`config.mk`:
```
export PLATFORM = sky130hd
export DESIGN_NAME = positional_list_engine
export DESIGN_NICKNAME = d
export VERILOG_FILES = /design/src/rtl/ple_pkg.sv /design/src/rtl/ple_cell.sv /design/src/rtl/positional_list_engine.sv
export SDC_FILE = /design/constraint.sdc
export NUM_CORES = 1
export LEC_CHECK = 0
export BUFFER_PORTS_ARGS = -buffer_cell sky130_fd_sc_hd__buf_2
export CORE_MARGIN = 5
export CORE_UTILIZATION = 40
export CTS_CLUSTER_DIAMETER = 150
export CTS_CLUSTER_SIZE = 40
export DETAILED_ROUTE_END_ITERATION = 6
export PLACE_DENSITY_LB_ADDON = 0.2
export SYNTH_ARGS = -nofsm -noshare
export SYNTH_HDL_FRONTEND = slang
export SYNTH_SLANG_ARGS = --single-unit
export TNS_END_PERCENT = 30
```
`constraint.sdc`:
```
create_clock -name clk -period 16.4 [get_ports clk]
set_clock_uncertainty 0.1 [all_clocks]
set_input_delay 0.82 -clock clk [delete_from_list [all_inputs] [get_ports clk]]
set_output_delay 0.82 -clock clk [all_outputs]
set_load 0.005 [all_outputs]
```
`src/rtl/ple_pkg.sv`:
```
`default_nettype none

package ple_pkg;

    // request codes
    typedef enum logic [2:0] {
        REQ_INS_FRONT = 3'd0,
        REQ_INS_BACK  = 3'd1,
        REQ_DEL_FRONT = 3'd2,
        REQ_DEL_BACK  = 3'd3,
        REQ_INS_AT    = 3'd4,
        REQ_DEL_AT    = 3'd5,
        REQ_DUMP      = 3'd6
    } ple_req_t;

    // result status codes
    typedef enum logic [1:0] {
        ST_OK     = 2'd0,
        ST_BADPOS = 2'd1,
        ST_FULL   = 2'd2,
        ST_EMPTY  = 2'd3
    } ple_status_t;

    // what a cell loads in a cycle
    typedef enum logic [1:0] {
        CELL_HOLD       = 2'd0,
        CELL_LOAD       = 2'd1,
        CELL_FROM_LEFT  = 2'd2,
        CELL_FROM_RIGHT = 2'd3
    } ple_cell_op_t;

    // controller state
    typedef enum logic {
        ST_IDLE = 1'b0,
        ST_DUMP = 1'b1
    } ple_state_t;

    // request transfer
    typedef struct packed {
        logic [2:0]         req_type;
        logic signed [31:0] value;
        logic [6:0]         position;
    } ple_in_t;

    // result transfer
    typedef struct packed {
        logic [1:0]         status;
        logic [6:0]         count;
        logic signed [31:0] element;
        logic               last;
    } ple_out_t;

endpackage

`default_nettype wire

```
`src/rtl/ple_cell.sv`:
```
`default_nettype none

module ple_cell
    import ple_pkg::*;
(
    input  wire logic               clk,
    input  wire ple_cell_op_t       op,
    input  wire logic signed [31:0] load_value,
    input  wire logic signed [31:0] left_value,
    input  wire logic signed [31:0] right_value,
    output logic signed [31:0]      slot
);

    logic signed [31:0] slot_reg;
    logic signed [31:0] slot_next;

    // pick the source for this slot
    always_comb
    begin
        unique case (op)
            CELL_HOLD:       slot_next = slot_reg;
            CELL_LOAD:       slot_next = load_value;
            CELL_FROM_LEFT:  slot_next = left_value;
            CELL_FROM_RIGHT: slot_next = right_value;
            default:         slot_next = slot_reg;
        endcase
    end

    // slot storage, no reset on payload
    always_ff @(posedge clk)
    begin
        slot_reg <= slot_next;
    end

    assign slot = slot_reg;

endmodule

`default_nettype wire

```
`src/rtl/positional_list_engine.sv`:
```
// positional_list_engine: bounded ordered list of signed 32-bit values.
// Requests arrive on req/req_valid/req_stall; results leave on
// rsp/rsp_valid/rsp_stall. A transfer happens at a clock edge with valid
// high and stall low.
// Insert and delete requests are applied in the cycle of their transfer:
// the cells from the edit position on shift toward their neighbor at once.
// The single result sits in the output register in the next cycle, so such
// requests run at one per cycle while the receiver takes results.
// A dump rotates the ring of CAPACITY cells one step per cycle, holding
// while an emitted result waits on the receiver, and emits the front cell
// for the first count steps, the last one flagged; the remaining steps
// bring the ring back to its starting order. The dump transfer moves the
// controller to the dump state, from which the output register takes the
// first dump result, then one per cycle while the receiver takes results.
// Requests stay stalled during the rotation and while a result is stalled.
// A dump of an empty list gives one result with status list empty.
// When the receiver stalls, the result is held and req_stall goes high
// until the output register frees.
// Reset empties the list (count zero) and clears the result valid;
// slot contents and the result payload are not reset.
`default_nettype none

module positional_list_engine
    import ple_pkg::*;
#(
    parameter int CAPACITY = 16
)
(
    input  wire logic     clk,
    input  wire logic     rst_n,
    input  wire logic     req_valid,
    output logic          req_stall,
    input  wire ple_in_t  req,
    output logic          rsp_valid,
    input  wire logic     rsp_stall,
    output ple_out_t      rsp
);

    localparam int LW = $clog2(CAPACITY + 1);
    localparam int IW = $clog2(CAPACITY);

    ple_state_t state_reg, state_next;
    logic [LW-1:0] length_reg, length_next;
    logic [IW-1:0] step_reg, step_next;
    logic          rsp_valid_reg, rsp_valid_next;
    ple_out_t      rsp_reg, rsp_next;

    logic signed [31:0] cell_data [CAPACITY];
    ple_cell_op_t       cell_op   [CAPACITY];

    logic       out_free;
    logic       accept;
    logic       do_ins;
    logic       do_del;
    logic       start_dump;
    logic       rotate;
    logic       emit;
    logic [6:0] edit_idx;
    logic [6:0] len7;
    logic [6:0] step7;
    logic [1:0] edit_status;
    logic       list_full;
    logic       list_empty;

    assign len7       = 7'(length_reg);
    assign step7      = 7'(step_reg);
    assign list_full  = (length_reg == LW'(CAPACITY));
    assign list_empty = (length_reg == '0);
    assign out_free   = !rsp_valid_reg || !rsp_stall;
    assign req_stall  = (state_reg != ST_IDLE) || !out_free;
    assign accept     = req_valid && !req_stall;

    // decode the request
    always_comb
    begin
        do_ins      = 1'b0;
        do_del      = 1'b0;
        start_dump  = 1'b0;
        edit_idx    = '0;
        edit_status = ST_OK;
        unique case (req.req_type)
            REQ_INS_FRONT:
            begin
                if (list_full) edit_status = ST_FULL;
                else do_ins = 1'b1;
            end
            REQ_INS_BACK:
            begin
                edit_idx = len7;
                if (list_full) edit_status = ST_FULL;
                else do_ins = 1'b1;
            end
            REQ_DEL_FRONT:
            begin
                if (list_empty) edit_status = ST_EMPTY;
                else do_del = 1'b1;
            end
            REQ_DEL_BACK:
            begin
                edit_idx = len7 - 7'd1;
                if (list_empty) edit_status = ST_EMPTY;
                else do_del = 1'b1;
            end
            REQ_INS_AT:
            begin
                edit_idx = req.position - 7'd1;
                if (req.position == 7'd0 || req.position > len7 + 7'd1)
                    edit_status = ST_BADPOS;
                else if (list_full)
                    edit_status = ST_FULL;
                else
                    do_ins = 1'b1;
            end
            REQ_DEL_AT:
            begin
                edit_idx = req.position - 7'd1;
                if (list_empty)
                    edit_status = ST_EMPTY;
                else if (req.position == 7'd0 || req.position > len7)
                    edit_status = ST_BADPOS;
                else
                    do_del = 1'b1;
            end
            REQ_DUMP:
            begin
                if (list_empty) edit_status = ST_EMPTY;
                else start_dump = 1'b1;
            end
            default:
            begin
                edit_status = ST_OK;
            end
        endcase
    end

    // dump stepping: emit while the step is inside the list
    assign emit   = (state_reg == ST_DUMP) && (step7 < len7);
    assign rotate = (state_reg == ST_DUMP) && (!emit || out_free);

    // per-cell operation
    always_comb
    begin
        for (int i = 0; i < CAPACITY; i++)
        begin
            cell_op[i] = CELL_HOLD;
            if (rotate)
                cell_op[i] = CELL_FROM_RIGHT;
            else if (accept && do_ins && 7'(i) == edit_idx)
                cell_op[i] = CELL_LOAD;
            else if (accept && do_ins && 7'(i) > edit_idx)
                cell_op[i] = CELL_FROM_LEFT;
            else if (accept && do_del && 7'(i) >= edit_idx)
                cell_op[i] = CELL_FROM_RIGHT;
        end
    end

    // ring of slot cells
    for (genvar g = 0; g < CAPACITY; g++)
    begin : g_cell
        localparam int LEFT  = (g + CAPACITY - 1) % CAPACITY;
        localparam int RIGHT = (g + 1) % CAPACITY;
        ple_cell u_cell (
            .clk         (clk),
            .op          (cell_op[g]),
            .load_value  (req.value),
            .left_value  (cell_data[LEFT]),
            .right_value (cell_data[RIGHT]),
            .slot        (cell_data[g])
        );
    end

    // controller next state and output register
    always_comb
    begin
        state_next     = state_reg;
        length_next    = length_reg;
        step_next      = step_reg;
        rsp_valid_next = rsp_valid_reg && rsp_stall;
        rsp_next       = rsp_reg;
        unique case (state_reg)
            ST_IDLE:
            begin
                if (accept)
                begin
                    if (do_ins)
                        length_next = length_reg + LW'(1);
                    else if (do_del)
                        length_next = length_reg - LW'(1);
                    if (start_dump)
                    begin
                        state_next = ST_DUMP;
                        step_next  = '0;
                    end
                    else
                    begin
                        rsp_valid_next = 1'b1;
                        rsp_next.status  = edit_status;
                        rsp_next.count   = 7'(length_next);
                        rsp_next.element = '0;
                        rsp_next.last    = 1'b1;
                    end
                end
            end
            ST_DUMP:
            begin
                if (rotate)
                begin
                    step_next = step_reg + IW'(1);
                    if (emit)
                    begin
                        rsp_valid_next   = 1'b1;
                        rsp_next.status  = ST_OK;
                        rsp_next.count   = len7;
                        rsp_next.element = cell_data[0];
                        rsp_next.last    = (step7 == len7 - 7'd1);
                    end
                    if (step_reg == IW'(CAPACITY - 1))
                        state_next = ST_IDLE;
                end
            end
            default:
            begin
                state_next = ST_IDLE;
            end
        endcase
    end

    // control registers
    always_ff @(posedge clk or negedge rst_n)
    begin
        if (!rst_n)
        begin
            state_reg     <= ST_IDLE;
            length_reg    <= '0;
            step_reg      <= '0;
            rsp_valid_reg <= 1'b0;
        end
        else
        begin
            state_reg     <= state_next;
            length_reg    <= length_next;
            step_reg      <= step_next;
            rsp_valid_reg <= rsp_valid_next;
        end
    end

    // result payload
    always_ff @(posedge clk)
    begin
        rsp_reg <= rsp_next;
    end

    assign rsp_valid = rsp_valid_reg;
    assign rsp       = rsp_reg;

    // count never exceeds capacity
    a_len_bound: assert property (@(posedge clk) disable iff (!rst_n)
        length_reg <= LW'(CAPACITY))
        else $error("list length above capacity");

    // no request taken while dumping
    a_dump_stall: assert property (@(posedge clk) disable iff (!rst_n)
        state_reg == ST_DUMP |-> req_stall)
        else $error("request taken during dump");

    // a result that is not last only comes out of a dump in progress
    a_notlast_dump: assert property (@(posedge clk) disable iff (!rst_n)
        rsp_valid && !rsp.last |-> state_reg == ST_DUMP)
        else $error("non-final result outside a dump");

    // a rejected edit leaves the count unchanged
    a_reject_len: assert property (@(posedge clk) disable iff (!rst_n)
        accept && !do_ins && !do_del |=> $stable(length_reg))
        else $error("count changed on rejected request");

endmodule

`default_nettype wire
```
Word level (Yosys, flattened, before mapping)
Cells that the tools add are included.
{"block": "op_classes", "addsub": 6, "n_eq_ne": 77, "n_reduce_logical": 91, "order_cmp": 35, "muxes": 116, "n_bitwise": 1}
{"op": "case mux 32 bit (3 select lines)", "n": 16}
{"op": "2-to-1 mux 42 bit", "n": 4}
{"op": "2-to-1 mux 2 bit", "n": 68}
{"op": "case mux 42 bit (2 select lines)", "n": 1}
{"op": "equality test 2 bit, second input constant", "n": 32}
{"op": "equality test 4 x 7 -> 1 bit, first input constant", "n": 8}
{"op": ">= comparator 4 x 7 -> 1 bit, first input constant", "n": 8}
{"op": "greater-than comparator 4 x 7 -> 1 bit, first input constant", "n": 8}
{"op": "logical AND 1 bit", "n": 54}
{"op": "equality test 2 x 1 -> 1 bit, second input constant", "n": 16}
{"op": "logical NOT 2 bit", "n": 16}
{"op": "equality test 3 x 7 -> 1 bit, first input constant", "n": 4}
{"op": ">= comparator 3 x 7 -> 1 bit, first input constant", "n": 4}
{"op": "greater-than comparator 3 x 7 -> 1 bit, first input constant", "n": 4}
{"op": "case mux 7 bit (3 select lines)", "n": 1}
{"op": "2-to-1 mux 1 bit", "n": 15}
{"op": "equality test 2 x 7 -> 1 bit, first input constant", "n": 2}
{"op": ">= comparator 1 x 7 -> 1 bit, first input constant", "n": 2}
{"op": ">= comparator 2 x 7 -> 1 bit, first input constant", "n": 2}
{"op": "greater-than comparator 1 x 7 -> 1 bit, first input constant", "n": 2}
{"op": "greater-than comparator 2 x 7 -> 1 bit, first input constant", "n": 2}
{"op": "logical NOT 7 bit", "n": 2}
{"op": "2-to-1 mux 4 bit", "n": 3}
{"op": "2-to-1 mux 5 bit", "n": 2}
{"op": "other kinds (31)", "n": 50}
{"block": "word_totals", "wordCells": 350, "out_inout_bits": 44, "regBits": 565}

Logic depth before layout (Yosys ltp)
{"block": "depth", "ltp_word": 14, "depth_mapped": 15}

Hierarchy
Synthesis repeated with hierarchy kept, for this count alone.
{"block": "hier_totals", "hier_cells": 2647, "hier_area_um2": 30520.5}
{"mod": "ple_cell", "cells_per_inst": 140, "area_each_um2": 1672.9, "n_inst": 16}
{"mod": "positional_list_engine", "cells_per_inst": 407, "area_each_um2": 3754.9, "n_inst": 1}

Worst setup path after synthesis
OpenSTA, ideal clock, no wires.
{"block": "synth_timing", "path_kind": "register -> register", "start": "reg length_reg[0]", "end": "reg g_cell[5].u_cell.slot_reg[0], enable pin", "setup_slack_ps": 10924, "path_stages_with_launch": 14, "n_path_buf": 2, "setup_time_ps": 466, "required_time_ps": 15834, "arrival_time_ps": 4910, "path_cell_list": "dfrtp_1 > inv_1 > ha_1 > clkbuf_1 > inv_1 > ha_1 > nand3_1 > or2_2 > o221ai_1 > nand4_1 > a21boi_1 > buf_2 > nand2b_1 > o21ai_0"}
{"block": "synth_via", "elab_chain_cells": 12, "word_cells_on_any_way": 34, "cone_classes": "add/sub: 2; order compare: 5; eq/ne: 2; mux: 12; reduce/logical: 13"}
{"item": "start, declared", "line": "positional_list_engine.sv:43", "source": "logic [LW-1:0] length_reg, length_next;"}
{"item": "start signal, assigned", "line": "positional_list_engine.sv:241", "source": "length_reg <= length_next;"}
{"item": "branches (longest 10 deep; another with greater-than comparator 7 x 6 -> 1 bit)"}
{"item": "2-to-1 mux 2 bit *", "line": "positional_list_engine.sv:146", "source": "if (rotate)"}
{"item": "logical NOT 2 bit *", "line": "ple_cell.sv:20", "source": "unique case (op)"}
{"item": "end signal, assigned", "line": "ple_cell.sv:32", "source": "slot_reg <= slot_next;"}
{"item": "end, declared", "line": "ple_cell.sv:14", "source": "logic signed [31:0] slot_reg;"}
Mark *: on every way between the ends.
A chain may end at the register's enable or synchronous reset.

Final worst setup path
{"block": "layout_timing", "start": "reg length_reg[2]", "end": "reg g_cell[10].u_cell.slot_reg[5], enable pin"}
{"block": "layout_via", "elab_chain_cells": 12, "word_cells_on_any_way": 34, "cone_classes": "add/sub: 2; order compare: 5; eq/ne: 2; mux: 12; reduce/logical: 13"}
{"item": "branches (longest 10 deep; another with greater-than comparator 7 x 6 -> 1 bit)"}
{"item": "2-to-1 mux 2 bit *", "line": "positional_list_engine.sv:146"}
{"item": "logical NOT 2 bit *", "line": "ple_cell.sv:20"}
{"item": "end signal, assigned", "line": "ple_cell.sv:32"}
{"item": "end, declared", "line": "ple_cell.sv:14"}
Marked as above.

==> flow_summary.ini <==
[outcome]
status = finished clean

[placement]
dpl_worst_slack_ns = 10.90
portBuffers = 87
place.gp.congestion = 0.881
dp_hpwl_microns = 60600
placed_cells = 2988

[critical_path]
crit_fanout = 34
cp.arrival_ns = 5.77
required_ns = 16.53
worst_setup_path_start_kind = flip-flop
cp-end-kind = flip-flop
worstSetupPathType = reg -> reg

[floorplanning]
die_y_microns = 272
row_count = 96
dieArea_sq_um = 74100
num_io_pins = 90
die_w_microns = 272
start_util_pct = 40.2
core_sq_um = 68300

[synth]
synth-edff-count = 552
async_flop_share_pct = 1.95
avgSynthCellArea_sq_um = 12.8
synth-main-ff-cell = edfxtp_1
syn_area_sq_um = 27500
yosysWarnings = 0
yosysSeqAreaShare_pct = 61.3
ys_ff_latch = 563
synthCells = 2146
yosysTopAreaCell = edfxtp_1
synth_top_area_share_pct = 60.3
synthTopCellsByArea = edfxtp_1 (60%), a22oi_1 (7.0%), o21ai_0 (5.1%)
ys_types = 88

[grt]
grt_pass1_vias = 20436
antenna_found_initial = 4
grt_max_degree = 65
grt_pass1_wl_microns = 143000
overflow = 0
track_usage_pct = 25.6

[timing]
slew-limit-headroom_pct = 11.4
finalCritPeriodShare_pct = 34.4
final_hold_viol_count = 0
rsz0062_at_grt = no
fin_ws_ns = 10.76
worstMarginPinSlew_ns = 1.33
tns_ns = 0
post-route-min-period_ns = 5.64
maxSlewViolCount = 0
setup_viol = 0
max_freq_ghz = 0.177

[power]
power_density_nw_per_um2 = 231
power_leakage_nw = 9.89
ir_worst_vdd_mv = 0.135
finalPower_mw = 6.83

[route]
via_per_inst = 6.84
drc_errors = 0
drt_first_pass_iters = 5
drtAntennaViolNets = 0
drtIter0Drc = 2831
wl_microns = 99300
wl_per_cell_microns = 32.9
vias = 20631

[cells_and_area]
layout-drive-gt1-share_pct = 13.4
num_antenna_cells = 0
nets = 2194
final_util_pct = 43.3
nFillCells = 6257
area_growth_pct = 7.50
largest_reg_flops = 512
instances_no_fill = 3015

[job]
maxCapViolations = 0

[clock_tree]
cts_tree = built
cts_buffer_depth = 3
clk_pin_slew_worst_paths_ns = 0.15
ctsHtreeMaxLevel = 1
cts_root_buf = clkbuf_16
cts_buffers = 18
insertion_delay_ns = 0.60
cts_sinks = 563

[worst_hold_path]
min_path_type = in -> reg
## routing by layer
| layer | track usage (%) | wire length [microns] | vias to the layer above |
|---|---|---|---|
| met2 | 41.0 | 45800 | 1309 |
| met1 | 36.2 | 40500 | 10574 |
| li1 | - | - | 8560 |
| met3 | 4.05 | 9470 | 184 |
| met4 | 7.85 | 3520 | 4 |
| met5 | 0 | 27 | - |
## worst max-delay path, cell delays in order (launching register included)
cell	delay, ns
dfrtp_1	0.67
inv_1	0.29
nor3_1	0.43
xnor2_1	0.14
ha_1	0.20
a21o_1	0.15
a211o_1	0.30
o221ai_1	0.39
nand4_1	0.16
buf_4	0.33
nor2_4	0.98
or2_2	1.05
## final cells by class
type / instances / area (sq um) / share of cell area [%]
clock buffers: 24 / 494 / 1.67
clock inverters: 2 / 41.3 / 0.140
inverters: 45 / 169 / 0.571
multi-input cells: 1355 / 10000 / 33.9
flip-flops and latches: 563 / 16900 / 57.0
well taps: 882 / 1100 / 3.73
repair buffers: 144 / 866 / 2.93
## Yosys cell counts (all sizes together) (3+ instances only)
library cell and instances:
dfrtp 11, clkbuf 101, and2b 17, o31a 4
a21o 66, a31oi 5, or4b 3, edfxtp 552
ha 21, a211o 3, o221ai 33, nor4bb 4
a221o 96, o31ai 15, a22o 65, or2 12
nor2 40, buf 83, and3 4, nor2b 84
and2 37, o21ai 307, a21oi 15, nand2 90
a211oi 11, o21a 5, mux2 32, a22oi 257
or4 3, nand3 10, inv 44, o41ai 6
nor3 13, xnor2 17, nand3b 4, a32oi 34
nor4 6, nand2b 7
## logic make-up after synthesis
| logic type | after synthesis | synth area share (%) |
|---|---|---|
| AOI/OAI and AO/OA | 940 | 24.9 |
| DFF | 563 | 61.3 |
| and+or+nand+nor | 341 | 7.07 |
| buffers and inverters | 229 | 3.80 |
| muxes | 33 | 1.35 |
| adders and majority gates | 21 | 0.956 |
| xor gates and xnor gates | 18 | 0.601 |
| other | 1 | 0.0136 |
## path summary, 6_finish.rpt
path / from / endpoint / slack [ns] / cells past startpoint
setup / recovery: length_reg[2] / g_cell[10].u_cell.slot[5] / 10.76 / 11
hold / removal: req_valid / rsp_valid / 0.45 / 3
setup reg to reg: length_reg[2] / g_cell[10].u_cell.slot[5] / 10.76 / 11
hold reg to reg: g_cell[5].u_cell.slot[16] / g_cell[4].u_cell.slot[16] / 0.47 / 2
max in group asynchronous: rst_n / rsp_valid / 15.41 / 2
min in group asynchronous: rst_n / step_reg[0] / 0.54 / 2
## where the power goes
part / total (mW) / internal, mW / leakage, nW / switching (mW)
combinational: 2.79 / 0.892 / 4.22 / 1.90
sequential: 3.37 / 2.84 / 5.42 / 0.537
clock: 0.674 / 0.221 / 0.258 / 0.453
total: 6.83 / 3.95 / 9.89 / 2.89
## repair_timing
item	in CTS	in global routing
hold endpoints to repair	11	0
hold buffers	1	0
gates resized for setup	0	0
buffers inserted	0	0
## placed cells by master (no fill, tap or decap), types with 6 or more instances in the layout
cell       netlist  layout
a21o_1          66      65
a21oi_1         14      10
a221o_1         96      96
a22o_1          65      65
a22oi_1        257     257
a32oi_1         34      34
and2_1          36      36
and2b_1         17      17
buf_2           62      87
buf_4           11      56
clkbuf_16        0      19
dfrtp_1         11      11
edfxtp_1       552     552
ha_1            21      21
inv_1           44      44
mux2_2          32      32
nand2_1         90      88
nand2b_1         7       6
nand3_1          9       9
nor2_1          36      27
nor2_4           0      11
nor2b_1         83      82
nor3_1          10       7
o21ai_0        282     278
o21ai_1         25      23
o21ai_4          0       6
o221ai_1        33      33
o31ai_4          3      10
or2_2           12      12
xnor2_1         16      16
## metrics by stage
stage | cell area (sq um) | hold WS, ns
floorplan | 27500 | 0.397
global placement | 29000 | 0.422
detailed placement | 29000 | 0.438
CTS | 29600 | 0.434
global route | 29600 | 0.434
finish | 29600 | 0.453
Power figures use the tool's default switching activity.
